### src/brc_pkg.sv
// Shared types and constants for the binary range encoder.
package brc_pkg;

  localparam int PROB_W      = 12;  // width of the prob_zero field
  localparam int PROB_EXT_W  = 16;  // prob after clamping, covers PROB_WIDTH up to 16
  localparam int IN_TDATA_W  = 16;
  localparam int OUT_TDATA_W = 40;
  localparam int FLUSH_CNT_W = 3;

  localparam logic [31:0] TOP_LIMIT  = 32'h0100_0000;
  localparam logic [31:0] FULL_RANGE = 32'hFFFF_FFFF;
  localparam logic [7:0]  TOP_BYTE   = 8'hFF;

  localparam logic [FLUSH_CNT_W-1:0] FLUSH_LAST = 3'd4;  // five settling steps: 0..4

  localparam logic CMD_ENCODE = 1'b0;
  localparam logic CMD_FLUSH  = 1'b1;

  typedef struct packed {
    logic [7:0]  lead_byte;
    logic [31:0] run_count;
    logic        run_is_zero;
  } brc_result_t;

endpackage

### src/brc_bound.sv
// Probability clamp and bound multiplier with a registered product.
module brc_bound import brc_pkg::*; #(
  parameter int PROB_WIDTH = 12
) (
  input  logic              clk,
  input  logic              load,
  input  logic [31:0]       range_in,
  input  logic [PROB_W-1:0] prob_in,
  output logic [31:0]       bound
);

  localparam logic [PROB_EXT_W-1:0] ProbMax =
    PROB_EXT_W'((32'd1 << PROB_WIDTH) - 32'd1);

  logic [PROB_EXT_W-1:0]    prob_ext;
  logic [PROB_EXT_W-1:0]    prob_c;
  logic [31:0]              range_sh;
  logic [31+PROB_EXT_W:0]   product;
  logic [31:0]              bound_r;

  always_comb begin
    prob_ext = PROB_EXT_W'(prob_in);
    if (prob_ext == '0) begin
      prob_c = PROB_EXT_W'(1);
    end else if (prob_ext > ProbMax) begin
      prob_c = ProbMax;
    end else begin
      prob_c = prob_ext;
    end
    range_sh = range_in >> PROB_WIDTH;
    product  = {{PROB_EXT_W{1'b0}}, range_sh} * {32'd0, prob_c};
  end

  // product never exceeds range_in, so the low 32 bits hold it exactly
  always_ff @(posedge clk) begin
    if (load) begin
      bound_r <= product[31:0];
    end
  end

  assign bound = bound_r;

endmodule

### src/brc_out_reg.sv
// Result output register on the master-side stream.
module brc_out_reg import brc_pkg::*; (
  input  logic                   clk,
  input  logic                   rst_n,
  input  logic                   load,
  input  brc_result_t            load_data,
  input  logic                   load_last,
  output logic                   out_free,
  output logic                   out_tvalid,
  input  logic                   out_tready,
  output logic [OUT_TDATA_W-1:0] out_tdata,
  output logic                   out_tuser,
  output logic                   out_tlast
);

  logic        valid_r;
  logic        valid_nxt;
  brc_result_t data_r;
  logic        last_r;

  assign out_free  = !valid_r || out_tready;
  assign valid_nxt = load ? 1'b1 : (out_tready ? 1'b0 : valid_r);

  always_ff @(posedge clk) begin
    if (!rst_n) begin
      valid_r <= 1'b0;
    end else begin
      valid_r <= valid_nxt;
    end
  end

  always_ff @(posedge clk) begin
    if (load) begin
      data_r <= load_data;
      last_r <= load_last;
    end
  end

  assign out_tvalid = valid_r;
  assign out_tdata  = {data_r.run_count, data_r.lead_byte};
  assign out_tuser  = data_r.run_is_zero;
  assign out_tlast  = last_r;

endmodule

### src/binary_range_encoder.sv
// Top level: sequencer and coder state of the binary range encoder.
//
// LZMA-style binary range encoder. Each input transaction either codes one bit
// (in_tuser = 0) under a probability of zero in in_tdata[11:0] (clamped to
// 1 .. 2^PROB_WIDTH-1) with the bit in in_tdata[12], or flushes the coder
// (in_tuser = 1), which emits five settling bytes and returns to reset state.
// Each output transaction carries the cached byte plus carry in out_tdata[7:0]
// and a run count in out_tdata[39:8] of following bytes that are 0x00 when
// out_tuser is 1 and 0xFF when it is 0; out_tlast marks the final result of an
// input transaction. An encode may produce no output at all. One item is worked
// at a time: an encode is accepted, applied and then renormalized by k = 0..2
// shifts of the shared shift/settle step before the next item is accepted; a
// flush runs that step and its settling steps. The bound multiply is registered.
// The sequencer stalls whenever a result is ready to move and the output
// register has not been taken.
module binary_range_encoder import brc_pkg::*; #(
  parameter int PROB_WIDTH = 12
) (
  input  logic                   clk,
  input  logic                   rst_n,
  input  logic                   in_tvalid,
  output logic                   in_tready,
  input  logic [IN_TDATA_W-1:0]  in_tdata,   // [11:0] prob_zero, [12] bit_value
  input  logic                   in_tuser,   // [0] cmd
  output logic                   out_tvalid,
  input  logic                   out_tready,
  output logic [OUT_TDATA_W-1:0] out_tdata,  // [7:0] lead_byte, [39:8] run_count
  output logic                   out_tuser,  // [0] run_is_zero
  output logic                   out_tlast
);

  typedef enum logic [2:0] {
    ST_IDLE,
    ST_APPLY,
    ST_NORM,
    ST_FLUSH,
    ST_DONE
  } state_t;

  state_t                 state_r, state_nxt;
  logic [32:0]            low_r, low_nxt;
  logic [31:0]            range_r, range_nxt;
  logic [7:0]             cache_r, cache_nxt;
  logic [31:0]            pending_r, pending_nxt;
  logic                   flush_r, flush_nxt;
  logic                   bit_r, bit_nxt;
  logic [FLUSH_CNT_W-1:0] fcnt_r, fcnt_nxt;
  brc_result_t            held_r, held_nxt;
  logic                   held_v_r, held_v_nxt;

  logic        accept;
  logic [31:0] bound;
  logic        out_free;
  logic        out_load;
  logic        out_last;
  logic        carry;
  logic        settle_cond;
  logic        emit_ok;
  logic        step;
  brc_result_t cur_result;

  assign in_tready = (state_r == ST_IDLE);
  assign accept    = in_tvalid && in_tready;

  brc_bound #(
    .PROB_WIDTH (PROB_WIDTH)
  ) u_bound (
    .clk      (clk),
    .load     (accept && (in_tuser == CMD_ENCODE)),
    .range_in (range_r),
    .prob_in  (in_tdata[PROB_W-1:0]),
    .bound    (bound)
  );

  brc_out_reg u_out (
    .clk        (clk),
    .rst_n      (rst_n),
    .load       (out_load),
    .load_data  (held_r),
    .load_last  (out_last),
    .out_free   (out_free),
    .out_tvalid (out_tvalid),
    .out_tready (out_tready),
    .out_tdata  (out_tdata),
    .out_tuser  (out_tuser),
    .out_tlast  (out_tlast)
  );

  // One result is held back until the next one (or the end) tells us its last flag.
  always_comb begin
    carry                  = low_r[32];
    settle_cond            = carry || (low_r[31:24] != TOP_BYTE);
    cur_result.lead_byte   = cache_r + {7'b0, carry};
    cur_result.run_count   = pending_r;
    cur_result.run_is_zero = carry;
    emit_ok                = !held_v_r || out_free;

    state_nxt   = state_r;
    low_nxt     = low_r;
    range_nxt   = range_r;
    cache_nxt   = cache_r;
    pending_nxt = pending_r;
    flush_nxt   = flush_r;
    bit_nxt     = bit_r;
    fcnt_nxt    = fcnt_r;
    held_nxt    = held_r;
    held_v_nxt  = held_v_r;
    out_load    = 1'b0;
    out_last    = 1'b0;
    step        = 1'b0;

    unique case (state_r)
      ST_IDLE: begin
        if (in_tvalid) begin
          flush_nxt = (in_tuser == CMD_FLUSH);
          bit_nxt   = in_tdata[PROB_W];
          fcnt_nxt  = '0;
          state_nxt = (in_tuser == CMD_FLUSH) ? ST_NORM : ST_APPLY;
        end
      end
      ST_APPLY: begin
        if (!bit_r) begin
          range_nxt = bound;
        end else begin
          low_nxt   = low_r + {1'b0, bound};
          range_nxt = range_r - bound;
        end
        state_nxt = ST_NORM;
      end
      ST_NORM: begin
        if (range_r < TOP_LIMIT) begin
          if (!settle_cond || emit_ok) begin
            step = 1'b1;
            if (settle_cond) begin
              out_load    = held_v_r;
              held_nxt    = cur_result;
              held_v_nxt  = 1'b1;
              pending_nxt = '0;
              cache_nxt   = low_r[31:24];
            end else if (pending_r != FULL_RANGE) begin
              pending_nxt = pending_r + 32'd1;
            end
            low_nxt   = {1'b0, low_r[23:0], 8'h00};
            range_nxt = {range_r[23:0], 8'h00};
          end
        end else begin
          state_nxt = flush_r ? ST_FLUSH : ST_DONE;
        end
      end
      ST_FLUSH: begin
        if (emit_ok) begin
          step       = 1'b1;
          out_load   = held_v_r;
          held_nxt   = cur_result;
          held_v_nxt = 1'b1;
          if (fcnt_r == FLUSH_LAST) begin
            low_nxt     = '0;
            range_nxt   = FULL_RANGE;
            cache_nxt   = '0;
            pending_nxt = '0;
            state_nxt   = ST_DONE;
          end else begin
            pending_nxt = '0;
            cache_nxt   = low_r[31:24];
            low_nxt     = {1'b0, low_r[23:0], 8'h00};
            range_nxt   = FULL_RANGE;
            fcnt_nxt    = fcnt_r + FLUSH_CNT_W'(1);
            state_nxt   = ST_NORM;
          end
        end
      end
      ST_DONE: begin
        if (!held_v_r) begin
          state_nxt = ST_IDLE;
        end else if (out_free) begin
          out_load   = 1'b1;
          out_last   = 1'b1;
          held_v_nxt = 1'b0;
          state_nxt  = ST_IDLE;
        end
      end
      default: begin
        state_nxt = ST_IDLE;
      end
    endcase
  end

  always_ff @(posedge clk) begin
    if (!rst_n) begin
      state_r   <= ST_IDLE;
      low_r     <= '0;
      range_r   <= FULL_RANGE;
      cache_r   <= '0;
      pending_r <= '0;
      flush_r   <= 1'b0;
      bit_r     <= 1'b0;
      fcnt_r    <= '0;
      held_v_r  <= 1'b0;
    end else begin
      state_r   <= state_nxt;
      low_r     <= low_nxt;
      range_r   <= range_nxt;
      cache_r   <= cache_nxt;
      pending_r <= pending_nxt;
      flush_r   <= flush_nxt;
      bit_r     <= bit_nxt;
      fcnt_r    <= fcnt_nxt;
      held_v_r  <= held_v_nxt;
    end
  end

  always_ff @(posedge clk) begin
    held_r <= held_nxt;
  end

`ifndef SYNTHESIS
  a_idle_nothing_held: assert property (@(posedge clk) disable iff (!rst_n)
    (state_r == ST_IDLE) |-> !held_v_r)
    else $error("result still held while idle");

  a_idle_normalized: assert property (@(posedge clk) disable iff (!rst_n)
    (state_r == ST_IDLE) |-> (range_r >= TOP_LIMIT))
    else $error("range not normalized while idle");

  a_flush_resets: assert property (@(posedge clk) disable iff (!rst_n)
    (state_r == ST_FLUSH && fcnt_r == FLUSH_LAST && step) |=>
      (low_r == '0 && pending_r == '0 && cache_r == '0 && range_r == FULL_RANGE))
    else $error("flush did not return coder to reset state");

  a_out_load_free: assert property (@(posedge clk) disable iff (!rst_n)
    out_load |-> out_free)
    else $error("output register overwritten");
`endif

endmodule
### config.mk
export PLATFORM = sky130hd
export DESIGN_NAME = binary_range_encoder
export DESIGN_NICKNAME = d
export VERILOG_FILES = /design/src/brc_pkg.sv /design/src/brc_bound.sv /design/src/brc_out_reg.sv /design/src/binary_range_encoder.sv
export SDC_FILE = /design/constraint.sdc
export NUM_CORES = 1
export LEC_CHECK = 0
export BUFFER_PORTS_ARGS = -buffer_cell sky130_fd_sc_hd__buf_2
export CORE_UTILIZATION = 64
export CTS_CLUSTER_DIAMETER = 50
export DETAILED_ROUTE_END_ITERATION = 7
export GPL_TIMING_DRIVEN = 0
export PLACE_DENSITY = 0.91
export SYNTH_ARGS = -nofsm -noshare
export SYNTH_HDL_FRONTEND = slang
export SYNTH_SLANG_ARGS = --single-unit
export TNS_END_PERCENT = 30
### constraint.sdc
create_clock -name clk -period 8.4 [get_ports clk]
set_input_delay 1.68 -clock clk [delete_from_list [all_inputs] [get_ports clk]]
set_output_delay 1.68 -clock clk [all_outputs]
set_load 0.005 [all_outputs]
======== Yosys cells after proc, flatten, opt, wreduce, memory -nomap -nowiden ========
Index checks and enable logic that the tools add are counted.
Widths: inputs -> output; s select.
word-level totals
  flip-flop bits (word level) ............. 230
  bits of input ports ..................... 21
cells by class
  bitwise logic cells ..................... 1
  equal/unequal tests ..................... 17
  multiplexer cells ....................... 58
  add/subtract/negate cells ............... 5
  reductions and logical operators ........ 24
  $lt $le $gt $ge ......................... 1
  multiply operators ...................... 1
operators with widths
  kind                   count
  $mux 32                10
  $mux 41                4
  $mux 33                4
  $pmux 33 s3            1
  $pmux 32 s3            1
  $pmux 41 s2            1
  $pmux 32 s2            1
  $mux 8                 5
  $add 33x32->33         1
  $add 32x1->32 const B  1
  $lt 32x25->1 const B   1
  $mul 20x16->32         1
  $ne 32x32->1 const B   1
  $sub 32x32->32         1
  $mux 3                 10
  $reduce_and 5->1       4
  $ne 2x2->1 const B     8
  $pmux 8 s2             1
  $pmux 3 s5             1
  $mux 1                 14
  $logic_not 12->1       1
  $mux 12                1
  $reduce_and 4->1       3
  $add 8x1->8            1
  17 further kinds       30

======== Longest topological paths before layout ========
  word-level depth ........................ 8
  depth in mapped cells ................... 23
  mapped depth without buffers ............ 22

======== Cells and area by module ========
A second synthesis with hierarchy kept.
unflattened totals
  cells, all modules ...................... 2201
  area total of the unflattened synthesis .. 20009.2 um^2
modules (own cells, without submodules)
  module                cells each  area an instance (um^2)  instances
  binary_range_encoder  1216        10043.4                  1
  brc_bound             939         8655.8                   1
  brc_out_reg           46          1310.0                   1

======== Worst setup path after synthesis ========
OpenSTA, ideal clock, no wires.
  path type ............................... input-to-reg
  start point ............................. input port in_tdata[3]
  end point ............................... register u_bound.bound_r[29] (netlist: u_bound.bound[29]) (data pin)
  arrival time ............................ 6570 ps
  path buffers ............................ 1
  stages on the path ...................... 19
  setup slack ............................. 1571 ps
  path through ............................ clkbuf_1 > nand2_1 > fa_1 > inv_1 > fa_1 > fa_1 > fa_1 > inv_1 > fa_1 > inv_1 > ha_1 > nor2b_1 > o21a_1 > or4_1 > o21ai_0 > o2111ai_1 > a31o_2 > a21oi_1 > xnor2_1
on the way
  longest elaborated chain between the ends .. 3
ends and longest elaborated chain
  item                     RTL line                    text
  from (decl)              binary_range_encoder.sv:23  input logic [IN_TDATA_W-1:0] in_tdata,
  $logic_not 12->1         brc_bound.sv:23             if (prob_ext == '0) begin
  $mux 12 (*)              brc_bound.sv:23
  $mul 20x16->32 (*)       brc_bound.sv:31             product = {{PROB_EXT_W{1'b0}}, range_sh} * {32'd0, prob_c};
  via u_bound.product[29]  brc_bound.sv:18             logic [31+PROB_EXT_W:0] product;
  to (signal assigned)     brc_bound.sv:37             bound_r <= product[31:0];
  to (decl)                brc_bound.sv:19             logic [31:0] bound_r;
Mark *: on every way through the listed nets, which the timed path passes. The rest lies on a longest branch.
A chain may end at the register's enable or synchronous reset.

======== Worst setup path in the final report ========
  start point ............................. input port in_tdata[10]
  end point ............................... register u_bound.bound_r[29] (netlist: u_bound.bound[29]) (data pin)
The elaborated chain is that of the path after synthesis.

==> impl_metrics.csv <==
group,metric,value,unit
run_status,run_status,"complete, no violations",
setup_path,cp_slowest_cell,"fa_1",
timing,slew_headroom,0.2225,
floorplan,die_h,177.5,um
final_layout,total_area_of_multi_input_combinational_cells,12630,um^2
synthesis,synthFlopType,"edfxtp_1",
synthesis,cell_area_after_synthesis,19720,um^2
detailed_routing,drt-pass1-iter-count,7,
setup_path,arrival,7.70,ns
synthesis,synth.avg_cell_area,9.153,um^2
timing,post-route-period-util,0.8842,
clock_network,ctsRootBufferMaster,"clkbuf_16",
setup_path,worst_path_largest_cell_delay,0.56,ns
placement,dp_worst_setup_slack,0.5467,ns
detailed_routing,total_length_of_routed_wires,53270,um
synthesis,netlist.area_leader.share,0.1848,
placement,dp.final_hpwl,40790,um
clock_network,worstSkewPairLatency,0.55,ns
setup_path,path_max_fanout,10,
synthesis,post_synth_inst_count,2154,
floorplan,chipWidth,177.5,um
synthesis,synth_top_family_by_area,"adder cells",
synthesis,synth_edf_count,115,
setup_path,critPathRequiredTime,8.68,ns
final_layout,stdcell_area,21370,um^2
detailed_routing,drc,0,
synthesis,ys_ff_latch,230,
placement,io_buffers,60,
setup_path,worst_path_dominant_cell_family,"adder cells",
clock_network,postCtsHoldBufs,0,
clock_network,clock_tree.buffer_depth,3,
global_routing,grt_start_max_net_pins,50,
timing,min_period,7.427,ns
detailed_routing,final_antenna_net_count,0,
run,max_cap_violations,0,
final_layout,seqCellArea,5756,um^2
synthesis,synth_cell_types,75,
synthesis,synth_most_common_cell,"inv_1",
synthesis,synth_simple_gate_area_share,0.1688,
synthesis,netlist_top_cells_count,"253 x inv_1, 245 x nand2_1, 182 x fa_1, 138 x ha_1, 134 x a21oi_1",
floorplan,core-area,29950,um^2
global_routing,grt.overflow.total,0,
setup_path,crit_chain,"buf_2, nor4_1, a31o_2, clkbuf_1, nand2_1, fa_1, fa_1, inv_1, fa_1, fa_1, ha_1, a21oi_1, nor2b_1, o21a_1, or4_1, o21ai_0, o2111ai_1, a31o_2, a21oi_1, xnor2_1",
synthesis,ys_warns,0,
timing,setup_viol_count_final,0,
timing,max_slew.worst_pin.slew,1.154,ns
final_layout,final.fill_count,2156,
global_routing,antenna_found_initial,0,
synthesis,post-synth-top-area-cell,"fa_1",
timing,final_critical_path_setup_slack,0.9731,ns
min_path,worstHoldPathType,"reg2reg",
synthesis,synth_xor_xnor_area_share,0.04531,
detailed_routing,via_count,16740,
timing,fin_worst_skew,0.01667,ns
clock_network,worst_setup_hold_path_clk_slew,0.07,ns
timing,timing_hold_violations_final,0,
floorplan,top_level_ports,65,
placement,gp_congestion,0.9952,
detailed_routing,route.detailed.wl_per_inst,20.09,um
floorplan,dieArea,31510,um^2
setup_path,timing.setup.critical_path_class,"in2reg",
floorplan,placementRows,63,
clock_network,ctsResizeCount,0,
setup_path,path_common_cell,"fa_1",
detailed_routing,detail_route.iter0.violations,1877,
setup_path,cp-end-kind,"flop",
synthesis,synthArstFlopShare,0,
synthesis,synth.area.mux_share,0.004633,
timing,drv_slew,0,
final_layout,layout.nets,2584,
synthesis,synth_compound_area_frac,0.1489,
timing,setup_total_negative_slack,0,ns
detailed_routing,vias_per_cell,6.312,
timing,grt_setup_unrepaired,"false",
final_layout,antenna-diode-count,0,
setup_path,critPathBufInv,3,
global_routing,via_count_of_the_first_global_routing_pass,16808,
final_layout,drive_gt1_frac,0.05880,
global_routing,wire_length_of_the_first_global_routing_pass,85890,um
clock_network,cts_made_buffers,25,
placement,dpl-instance-area,20560,um^2
synthesis,synthAdderAreaFrac,0.2724,
synthesis,synth.yosys.seq_area_share,0.2919,
timing,achievable-frequency,0.1346,GHz
setup_path,critPathLaunchType,"input pin",
synthesis,synth_top_area_cells,"fa_1 18%, edfxtp_1 18%, dfxtp_1 12%, ha_1 8.8%, inv_1 4.8%",
synthesis,synth.net_count,2495,
global_routing,grt_use_total,0.3461,
final_layout,areaGrowthSynthToFinish,8.402,%
clock_network,postCtsSetupRepairBufs,0,
clock_network,total_number_of_clock_tree_sinks,230,
clock_network,htree_levels,1,
floorplan,floorplan.initialDensity,0.6582,
clock_network,cts_tree,"done",
==> worst paths after layout <==
check	start	to	slack, ns	depth (start not counted)
worst min register to register	held_r[32]	u_out.out_tdata[39]	0.42	0
worst max register to register	range_r[23]	u_bound.bound[29]	1.78	18
worst min-delay path	held_r[32]	u_out.out_tdata[39]	0.42	0
worst max-delay path	in_tdata[10]	u_bound.bound[29]	0.97	20
==> cell type report <==
cell class,count,area share
multi-input combinational,1569,0.5911
clock buffer,35,0.03197
buffer,100,0.01791
clock inverter,11,0.005972
sequential,230,0.2693
timing repair buffer,62,0.01604
tap,390,0.02283
inverter,255,0.04485
==> cells by family after synthesis <==
logic type / after synthesis
and+or+nand+nor: 682
AOI/OAI and AO/OA: 456
buffers and inverters: 355
adders and majority gates: 320
DFF: 230
xor gates and xnor gates: 102
muxes: 9
==> placed cells by master (no fill, tap or decap), types with 35 or more instances in the layout <==
cell type	netlist	final
nand2_1	245	245
nor2_1	129	128
nand3_1	52	52
inv_1	253	253
o21ai_0	100	100
edfxtp_1	115	115
ha_1	138	138
a21oi_1	134	133
clkbuf_1	90	98
and2_1	111	111
buf_2	4	64
xnor2_1	67	67
a21o_1	55	55
xor2_1	35	35
dfxtp_1	115	115
fa_1	182	182
==> stage by stage <==
| step | cells | utilization | hold WS [ns] |
|---|---|---|---|
| global route | 2652 | 0.7135 | 0.4296 |
| floorplan | 2154 | - | 0.4003 |
| finish | 2652 | 0.7135 | 0.4191 |
| detailed placement | 2606 | 0.6864 | 0.4045 |
| CTS | 2652 | 0.7135 | 0.4198 |
| global placement | 2604 | 0.6845 | 0.4006 |
==> metal layers <==
layer	up-vias	share of wire	global-route usage
met1	8037	0.39	0.4493
met5	-	0	0
met3	220	0.099	0.04884
li1	7488	-	-
met4	0	0.041	0.1353
met2	995	0.47	0.5850
==> sequential cells by signal, summed over array words and instances (netlist names) <==
signal,flops
bit_r,1
cache_r,8
fcnt_r,3
flush_r,1
held_r,41
held_v_r,1
low_r,33
pending_r,32
range_r,32
state_r,3
u_bound.bound,32
u_out.out_tdata,40
u_out.out_tlast,1
u_out.out_tuser,1
u_out.out_tvalid,1
Power is left out: the tool's default activity adds up to more than one toggle a clock period on the data nets, which glitch-free logic cannot reach.
